File: config.mk
export PLATFORM = sky130hd
export DESIGN_NAME = tpc_ctrl
export DESIGN_NICKNAME = d
export VERILOG_FILES = /design/src/rtl/tpc_pkg.sv /design/src/rtl/tpc_ctrl.sv
export SDC_FILE = /design/constraint.sdc
export NUM_CORES = 1
export LEC_CHECK = 0
export BUFFER_PORTS_ARGS = -buffer_cell sky130_fd_sc_hd__buf_2
export CELL_PAD_IN_SITES_DETAIL_PLACEMENT = 0
export CELL_PAD_IN_SITES_GLOBAL_PLACEMENT = 1
export CORE_MARGIN = 4
export CORE_UTILIZATION = 34
export DETAILED_ROUTE_END_ITERATION = 10
export PLACE_DENSITY = 0.67
export RECOVER_POWER = 50
export SLEW_MARGIN = 20
export SYNTH_ARGS = -nofsm -noshare
export SYNTH_HDL_FRONTEND = slang
export SYNTH_SLANG_ARGS = --single-unit
File: constraint.sdc
create_clock -name aclk -period 1.45 [get_ports aclk]
set_clock_uncertainty 0.1 [all_clocks]
set_input_delay 0.2175 -clock aclk [delete_from_list [all_inputs] [get_ports aclk]]
set_output_delay 0.2175 -clock aclk [all_outputs]
set_load 0.03 [all_outputs]
File: src/rtl/tpc_pkg.sv
// shared types, constants and helpers of the terrain pixel colorizer
// used by tpc_ctrl, tpc_datapath and terrain_pixel_colorizer
`default_nettype none

package tpc_pkg;

    localparam int MAX_WIDTH  = 4096;
    localparam int MAX_HEIGHT = 4096;

    localparam int COL_W  = $clog2(MAX_WIDTH);
    localparam int ROW_W  = $clog2(MAX_HEIGHT);
    localparam int CFG_W  = 13;
    localparam int CFG_AW = 1;
    localparam int WLIM_W = $clog2(MAX_WIDTH + 1);
    localparam int EW_W   = (CFG_W > WLIM_W) ? CFG_W : WLIM_W;
    localparam int EH_W   = CFG_W;

    localparam int S_TDATA_W = 24;
    localparam int M_TDATA_W = 24;

    localparam logic [CFG_AW-1:0] REG_MAP_WIDTH  = 1'b0;
    localparam logic [CFG_AW-1:0] REG_MAP_HEIGHT = 1'b1;

    localparam logic [CFG_W-1:0] WIDTH_RST  = 13'd1024;
    localparam logic [CFG_W-1:0] HEIGHT_RST = 13'd512;

    localparam logic signed [15:0] SEA_LEVEL  = -16'sd500;
    localparam logic signed [16:0] ELV_OFFSET = 17'sd500;

    // elevation term: x * 216 / 9251 via reciprocal 391608 = 216 * 1813, shift 24
    localparam logic [7:0]  ELV_SCALE  = 8'd216;
    localparam logic [18:0] ELV_RECIP  = 19'd391608;
    localparam int          ELV_SHIFT  = 24;
    localparam logic [13:0] ELV_DIV    = 14'd9251;

    // rain weight: rain * 1024 / 425 via rain * 9869 >> 12
    localparam logic [13:0] RAIN_RECIP = 14'd9869;
    localparam int          RAIN_SHIFT = 12;

    // ceil(3 * rain / 10) via (3 * rain + 9) * 205 >> 11
    localparam logic [7:0]  CEIL10_RECIP = 8'd205;
    localparam int          CEIL10_SHIFT = 11;

    // slope light: |slope| * 8 / 125 via |slope| * 16778 >> 18
    localparam logic [14:0] SLOPE_RECIP = 15'd16778;
    localparam int          SLOPE_SHIFT = 18;
    localparam logic [15:0] SLOPE_SAT   = 16'd2000;

    localparam int LAT_W     = 8;
    localparam int DIV_STEPS = LAT_W;

    localparam logic [8:0] Q8_ONE = 9'd256;

    localparam logic [7:0] DESERT_RGB [3] = '{8'd238, 8'd211, 8'd117};
    localparam logic [7:0] GREEN_RGB  [3] = '{8'd49,  8'd146, 8'd1};
    localparam logic [7:0] SEA_RGB    [3] = '{8'd27,  8'd40,  8'd75};

    typedef struct packed {
        logic accept;
        logic div_load;
        logic div_step;
        logic out_load;
    } tpc_cmd_t;

    typedef struct packed {
        logic last_col;
        logic out_busy;
    } tpc_stat_t;

    function automatic logic [7:0] sat8(input logic [9:0] v);
        logic [7:0] r;
        r = (v > 10'd255) ? 8'd255 : v[7:0];
        return r;
    endfunction

endpackage

`default_nettype wire

File: src/rtl/tpc_ctrl.sv
// controller of the terrain pixel colorizer: sequences the latitude divider,
// the per-pixel datapath and the output register; uses tpc_pkg
`default_nettype none

module tpc_ctrl
    import tpc_pkg::*;
(
    input  wire logic      aclk,
    input  wire logic      aresetn,
    input  wire logic      cfg_we,
    input  wire logic      s_tvalid,
    output logic           s_tready,
    input  wire tpc_stat_t stat,
    output tpc_cmd_t       cmd
);

    typedef enum logic [2:0] {
        ST_LAT_LOAD,
        ST_LAT_STEP,
        ST_IDLE,
        ST_CALC,
        ST_OUT
    } state_t;

    localparam logic [2:0] STEP_LAST = 3'(DIV_STEPS - 1);
    localparam logic [2:0] CALC_LAST = 3'd3;

    state_t     state_reg, state_next;
    logic [2:0] cnt_reg, cnt_next;
    logic       new_row_reg, new_row_next;
    logic       s_tready_reg;
    logic       accept;

    assign accept   = s_tvalid && s_tready_reg;
    assign s_tready = s_tready_reg;

    always_comb begin
        cmd.accept   = accept;
        cmd.div_load = (state_reg == ST_LAT_LOAD);
        cmd.div_step = (state_reg == ST_LAT_STEP);
        cmd.out_load = (state_reg == ST_OUT) && !stat.out_busy;
    end

    always_comb begin
        state_next   = state_reg;
        cnt_next     = cnt_reg;
        new_row_next = new_row_reg;
        unique case (state_reg)
            ST_LAT_LOAD: begin
                if (!cfg_we) begin
                    state_next = ST_LAT_STEP;
                    cnt_next   = '0;
                end
            end
            ST_LAT_STEP: begin
                if (cfg_we) begin
                    state_next = ST_LAT_LOAD;
                end else if (cnt_reg == STEP_LAST) begin
                    state_next = ST_IDLE;
                end else begin
                    cnt_next = cnt_reg + 3'd1;
                end
            end
            ST_IDLE: begin
                priority if (accept) begin
                    state_next   = ST_CALC;
                    cnt_next     = '0;
                    new_row_next = stat.last_col || cfg_we;
                end else if (cfg_we) begin
                    state_next = ST_LAT_LOAD;
                end
            end
            ST_CALC: begin
                if (cfg_we) begin
                    new_row_next = 1'b1;
                end
                if (cnt_reg == CALC_LAST) begin
                    state_next = ST_OUT;
                end else begin
                    cnt_next = cnt_reg + 3'd1;
                end
            end
            ST_OUT: begin
                if (cfg_we) begin
                    new_row_next = 1'b1;
                end
                if (!stat.out_busy) begin
                    state_next = (new_row_reg || cfg_we) ? ST_LAT_LOAD : ST_IDLE;
                end
            end
            default: state_next = ST_LAT_LOAD;
        endcase
    end

    always_ff @(posedge aclk) begin
        if (!aresetn) begin
            state_reg    <= ST_LAT_LOAD;
            cnt_reg      <= '0;
            new_row_reg  <= 1'b0;
            s_tready_reg <= 1'b0;
        end else begin
            state_reg    <= state_next;
            cnt_reg      <= cnt_next;
            new_row_reg  <= new_row_next;
            s_tready_reg <= (state_next == ST_IDLE);
        end
    end

    a_one_in_flight: assert property (@(posedge aclk) disable iff (!aresetn)
        accept |=> !s_tready_reg)
        else $error("second transfer taken while a pixel is in flight");

    a_out_timing: assert property (@(posedge aclk) disable iff (!aresetn)
        accept |-> ##5 (state_reg == ST_OUT))
        else $error("pixel did not reach the output stage in time");

    a_row_end_div: assert property (@(posedge aclk) disable iff (!aresetn)
        (cmd.out_load && new_row_reg) |=> (state_reg == ST_LAT_LOAD))
        else $error("latitude not recomputed at end of row");

    a_no_ready_in_div: assert property (@(posedge aclk) disable iff (!aresetn)
        (state_reg == ST_LAT_STEP) |-> !s_tready_reg)
        else $error("ready raised during latitude division");

endmodule

`default_nettype wire

==> results of run 1 <==
[cells in the mapped netlist]
cell type / count
o21ai_0: 3
a21boi_4: 1
and3b_1: 1
nor4_2: 1
a21oi_1: 5
nor2b_1: 2
nor2b_2: 1
mux2i_1: 3
a31oi_1: 1
dfxtp_1: 8
nor3b_1: 1
ha_1: 3
nor3_1: 1
clkbuf_2: 1
nor3b_2: 1
a32oi_1: 1
nand2b_1: 1
o31ai_1: 1
and2b_1: 1
inv_1: 1
a21o_1: 1
a211oi_2: 1
buf_6: 3
or3b_1: 2
nor2_1: 4
clkinv_1: 1
nand2_1: 6
buf_4: 1
o21ai_2: 1
nand4b_1: 1
and2_1: 1
and4bb_1: 1
[through the flow]
stage          utilization [%]  total power (W)
6_report                  50.1         0.000462
3_5_place_dp              43.6         0.000284
5_1_grt                   50.1         0.000498
3_3_place_gp              43.6         0.000283
2_1_floorplan                -         0.000264
4_1_cts                   47.8         0.000473
[where the power goes]
group          internal (W)  switching [W]
sequential         0.000218     0.00000408
clock             0.0000952      0.0000823
combinational     0.0000289      0.0000329
[cells by family (layout without fill, tap and decap cells)]
kind of cell / count (synthesis) / in the layout / synth area share [%]
AND/OR/NAND/NOR: 25 / 25 / 29.5
buffers and inverters: 7 / 24 / 9.68
AO/OA/AOI/OAI: 15 / 15 / 19.8
adder cells (fa/ha/maj): 3 / 3 / 6.76
multiplexers: 3 / 3 / 5.41
flip-flops: 8 / 8 / 28.8
[what timing repair did]
action	in CTS	in global routing
gates resized for setup	11	9
setup endpoints to repair	7	7
pin swaps	4	0
buffers inserted	0	1
hold buffers	0	0
[layout by cell type (no fill, tap or decap), types with 2 or more instances in the layout]
cell type  instances
dfxtp_1            3
dfxtp_4            3
nor2_1             4
buf_2              5
a21oi_1            5
buf_6              2
o21ai_0            3
or3b_1             2
buf_4             10
nand2_1            6
dfxtp_2            2
clkbuf_4           3
mux2i_1            3
ha_4               2
[per-layer routing]
metal  GRT usage [%]  up-vias
met5               0        -
met4            6.91        0
met3            6.13        5
met2            18.0        9
met1            13.9      233
li1                -      252
[layout make-up]
class / instances / area, um^2
timing repair buffer: 19 / 131
inverter: 2 / 7.51
clock buffer: 3 / 22.5
tap: 16 / 20.0
fill: 155 / 761
sequential: 8 / 174
multi-input combinational: 46 / 408
[worst max-delay path by stage]
stage | startpoint | endpoint | slack, ns | cells past startpoint
finish | cnt_reg[1] | s_tready | -0.01 | 5
detailed placement | cnt_reg[1] | s_tready | -0.09 | 6
global placement | cnt_reg[1] | cnt_reg[1] | -0.05 | 6
CTS | state_reg[2] | cmd[0] | -0.04 | 3
floorplan | cnt_reg[0] | s_tready | 0.008 | 6
global route | cnt_reg[1] | cnt_reg[0] | -0.11 | 6
[critical path: stages, from the launching register on]
cell	delay (ns)
dfxtp_2	0.34
ha_4	0.17
ha_2	0.19
a211oi_4	0.24
a21boi_4	0.11
and4bb_1	0.21
==> results.yml, run 1 <==
timing:
  relSlewSlack_pct: 75.9
  min_period_over_period_pct: 101
  period_needed_ns: 1.46
  drv_slew: 0
  fin_setup_tns_ns: -0.0154
  rsz0062_at_grt: "yes"
  clock.fmax_mhz: 685
  hold_ws_ns: 0.137
  setup_ws_ns: -0.0105
  setup_viol: 2
  hold_viol: 0
  tightest_slew_ns: 0.363
die:
  dieArea_um2: 2340
  rows: 14
  core_um2: 1520
  start_util_pct: 36.5
  die_y_um: 48.4
  die_w_um: 48.4
  io-pin-count: 11
power_and_ir_drop:
  p_leak_nw: 0.307
  ir_worst_vdd_uv: 487
  powerDensity_nw_per_um2: 605
logic_synthesis:
  yosysSeqAreaShare_pct: 28.8
  syn_area_um2: 556
  ys_seq_elements: 8
  synth_warnings: 0
  synth_area_per_cell_um2: 9.11
  yosysTopAreaCell: "dfxtp_1"
  synth.top_cell.area_share_pct: 28.8
  synth.top_cells.by_area: "dfxtp_1, ha_1, buf_6, mux2i_1, a21oi_1"
  synth.net_count: 70
  ys_types: 32
  syn_inst: 61
hold_path:
  worstHoldPathType: "input port to flop"
  worstHoldEndpoint: "new_row_reg"
  hold_depth: 3
  hp-start: "stat[1]"
placed_design:
  io_buffers: 10
  placed_cells: 90
  finalWeightedCongestion: 0.686
  dp_hpwl_um: 954
  place_ws_ns: -0.0851
  dpl_cell_area_um2: 664
drt:
  drc: 0
  wl_met3_um: 66
  wire_per_inst_um: 13.1
  dr.pass1.iters: 4
  routed_via_density: 5.31
  maxUsedRoutingLayer: "met4"
  wl_mm: 1.23
  ant_nets: 0
  met1_length_um: 524
  first_iter_violations: 6
  wl_met2_um: 608
  vias: 499
status:
  violations: "setup timing"
  status: "complete, but fails checks"
global_route:
  grt_overflow: 0
  antenna_found_initial: 0
  grt_use_total_pct: 12.2
  first_global_vias: 491
  grt_first_pass_wirelength_mm: 2.15
  grt_max_degree: 11
critical_path:
  r2r_end: "s_tready"
  cp_max_fo: 5
  worstSetupStartpointType: "flop"
  worst-r2r-setup-slack_ns: -0.01
  criticalPathCategory: "flop to flop"
  crit_arrival_ns: 1.51
  timing.reg2reg.worst_path_depth: 5
  r2r-start: "cnt_reg[1]"
  end_kind: "flop"
  required_ns: 1.50
final_layout:
  diodes: 0
  fin_cells: 94
  area_delta_synth_final_pct: 37.4
  stdcell_area_um2: 763
  drive_gt1_share_pct: 50.0
  layout.nets: 89
flow_run:
  maxCapViolations: 0
clock_network:
  cts-htree-levels: 1
  path_clk_slew_ns: 0.06
  cts_buffers: 3
  cts.sinks: 8
  clock_path_buffers: 2
  cts_tree: "built"
  cts-root-buf: "clkbuf_4"
  worstSkewPairLatency_ns: 0.26
Note: power is estimated with default switching activity, not from simulation.
==> run 2, diff against run 1 <==
==> constraint.sdc (replaced) <==
create_clock -name aclk -period 1.45 [get_ports aclk]
set_clock_uncertainty 0.1 [all_clocks]
set_input_delay 0.29 -clock aclk [delete_from_list [all_inputs] [get_ports aclk]]
set_output_delay 0.29 -clock aclk [all_outputs]
set_load 0.03 [all_outputs]
==> run 2 against run 1 <==
The flow still finishes with violations (setup timing). Routed wire length up 13%. Final cell count is 4.3% higher. Hold slack gained 0.065 ns. Sequential share of layout area down 1.8 points. Non-clock buffer count up 4. Critical path depth down 2. Largest cell class unchanged. Highest routed layer unchanged.
==> results.yml, run 2 (synthesized netlist as in run 1, its figures left out) <==
status:
  status: "complete, but fails checks"
  violations: "setup timing"
placed_design:
  finalWeightedCongestion: 0.730
  io_buffers: 10
  placed_cells: 91
  dp_hpwl_um: 996
critical_path:
  cp_max_fo: 6
  required_ns: 1.06
  end_kind: "primary output"
  cpLargestDelayFamily: "flip-flops"
  criticalPathCategory: "flop to primary output"
  crit_arrival_ns: 1.13
  cpMaxStageDelayCell: "dfxtp_4"
  slowest_delay_ns: 0.38
  timing.critical_path.buf_inv: 1
  worstPathCellList: "nor3b_4 -> nor2b_2 -> buf_6"
  worstSetupStartpointType: "flop"
final_layout:
  post-route-util_pct: 54.4
  layout.nets: 93
  final_cell_mix: "buf_4, nand2_1, buf_2, buf_6, a21oi_1"
  fin_cells: 98
  fillers: 148
  multi_input_comb_area_um2: 428
  area_delta_synth_final_pct: 49.1
  seq_area_um2: 174
  drive_gt1_share_pct: 54.9
  diodes: 0
  final_common_cell: "buf_4"
timing:
  relSlewSlack_pct: 74.9
  setup_ws_ns: -0.0687
  tightest_slew_ns: 0.378
  fin_setup_tns_ns: -0.141
  setup_viol: 4
  drv_slew: 0
  hold_viol: 0
  period_needed_ns: 1.52
  clock.fmax_mhz: 658
  rsz0062_at_grt: "yes"
  min_period_over_period_pct: 105
power_and_ir_drop:
  p_switching_w: 0.000125
  clockPowerShare_pct: 37.8
  p_int_w: 0.000347
  p_leak_nw: 0.335
  powerDensity_nw_per_um2: 570
  power.share.switching_pct: 26.4
  ir_worst_vdd_uv: 318
  share_comb_of_total_power_pct: 15.0
  seq_power_share_pct: 47.2
drt:
  routed_via_density: 5.37
  ant_nets: 0
  first_iter_violations: 9
  wl_met3_um: 76
  drc: 0
  vias: 526
  wire_per_inst_um: 14.2
  dr.pass1.iters: 2
  met1_length_um: 569
  maxUsedRoutingLayer: "met4"
  wl_met2_um: 700
  wl_mm: 1.40
clock_network:
  worstSkewPairLatency_ns: 0.26
  clock_path_buffers: 2
  cts-htree-levels: 1
  cts_buffers: 3
  cts_tree: "built"
  cts-root-buf: "clkbuf_4"
  cts.sinks: 8
  path_clk_slew_ns: 0.06
global_route:
  grt_overflow: 0
  grt_first_pass_wirelength_mm: 2.35
  grt_max_degree: 11
  grt_use_total_pct: 13.1
  first_global_vias: 508
  antenna_found_initial: 0
flow_run:
  maxCapViolations: 0
die:
  dieArea_um2: 2340
  rows: 14
  die_y_um: 48.4
  io-pin-count: 11
  core_um2: 1520
  start_util_pct: 36.5
  die_w_um: 48.4
hold_path:
  worstHoldPathType: "input port to flop"
-- run 2: metal layers --
metal  global-route usage [%]  up-vias
li1                         -      260
met2                     19.6       14
met1                     15.3      246
met4                     6.91        0
met5                        0        -
met3                     6.13        6
-- run 2: final cells by class --
type / instances / share of cell area, %
multi-input cells: 46 / 51.7
repair buffers: 23 / 21.3
flip-flops and latches: 8 / 21.0
clock buffers: 3 / 2.72
well taps: 16 / 2.42
inverters: 2 / 0.906
-- run 2: what timing repair did --
| item | in CTS | in global routing |
|---|---|---|
| hold buffers | 0 | 0 |
| resized for setup | 16 | 11 |
| endpoints found under the setup margin | 8 | 9 |
| pin swaps | 5 | 2 |
| buffers inserted | 4 | 0 |
-- run 2: path summary, 6_finish.rpt --
path	slack (ns)	depth (start not counted)	from	to
worst max-delay path	-0.07	3	state_reg[1]	cmd[0]
worst min-delay path	0.20	3	stat[1]	new_row_reg
worst max register to register	-0.03	5	cnt_reg[1]	s_tready
worst min register to register	0.39	2	cnt_reg[1]	cnt_reg[1]
-- run 2: through the flow --
stage / hold slack, ns / instance area (um^2) / worst slack (ns) / total power (W)
finish: 0.202 / 828 / -0.0687 / 0.000472
global route: 0.191 / 828 / -0.130 / 0.000497
CTS: 0.198 / 778 / -0.0525 / 0.000475
detailed placement: 0.380 / 672 / -0.0872 / 0.000284
global placement: 0.376 / 672 / -0.0450 / 0.000283
floorplan: 0.344 / 581 / -0.0369 / 0.000264
-- run 2: power by group through the flow --
| stage | clock network, W | logic (W) | registers [W] |
|---|---|---|---|
| 2_1_floorplan | 0 | 0.0000338 | 0.000230 |
| 6_report | 0.000179 | 0.0000708 | 0.000223 |
| 3_3_place_gp | 0 | 0.0000525 | 0.000231 |
| 5_1_grt | 0.000198 | 0.0000766 | 0.000223 |
| 4_1_cts | 0.000185 | 0.0000648 | 0.000226 |
| 3_5_place_dp | 0 | 0.0000529 | 0.000231 |
-- run 2: worst min-delay path, cell delays in order --
cell and delay, ns:
buf_2 0.08, o31ai_2 0.05, a21oi_1 0.10
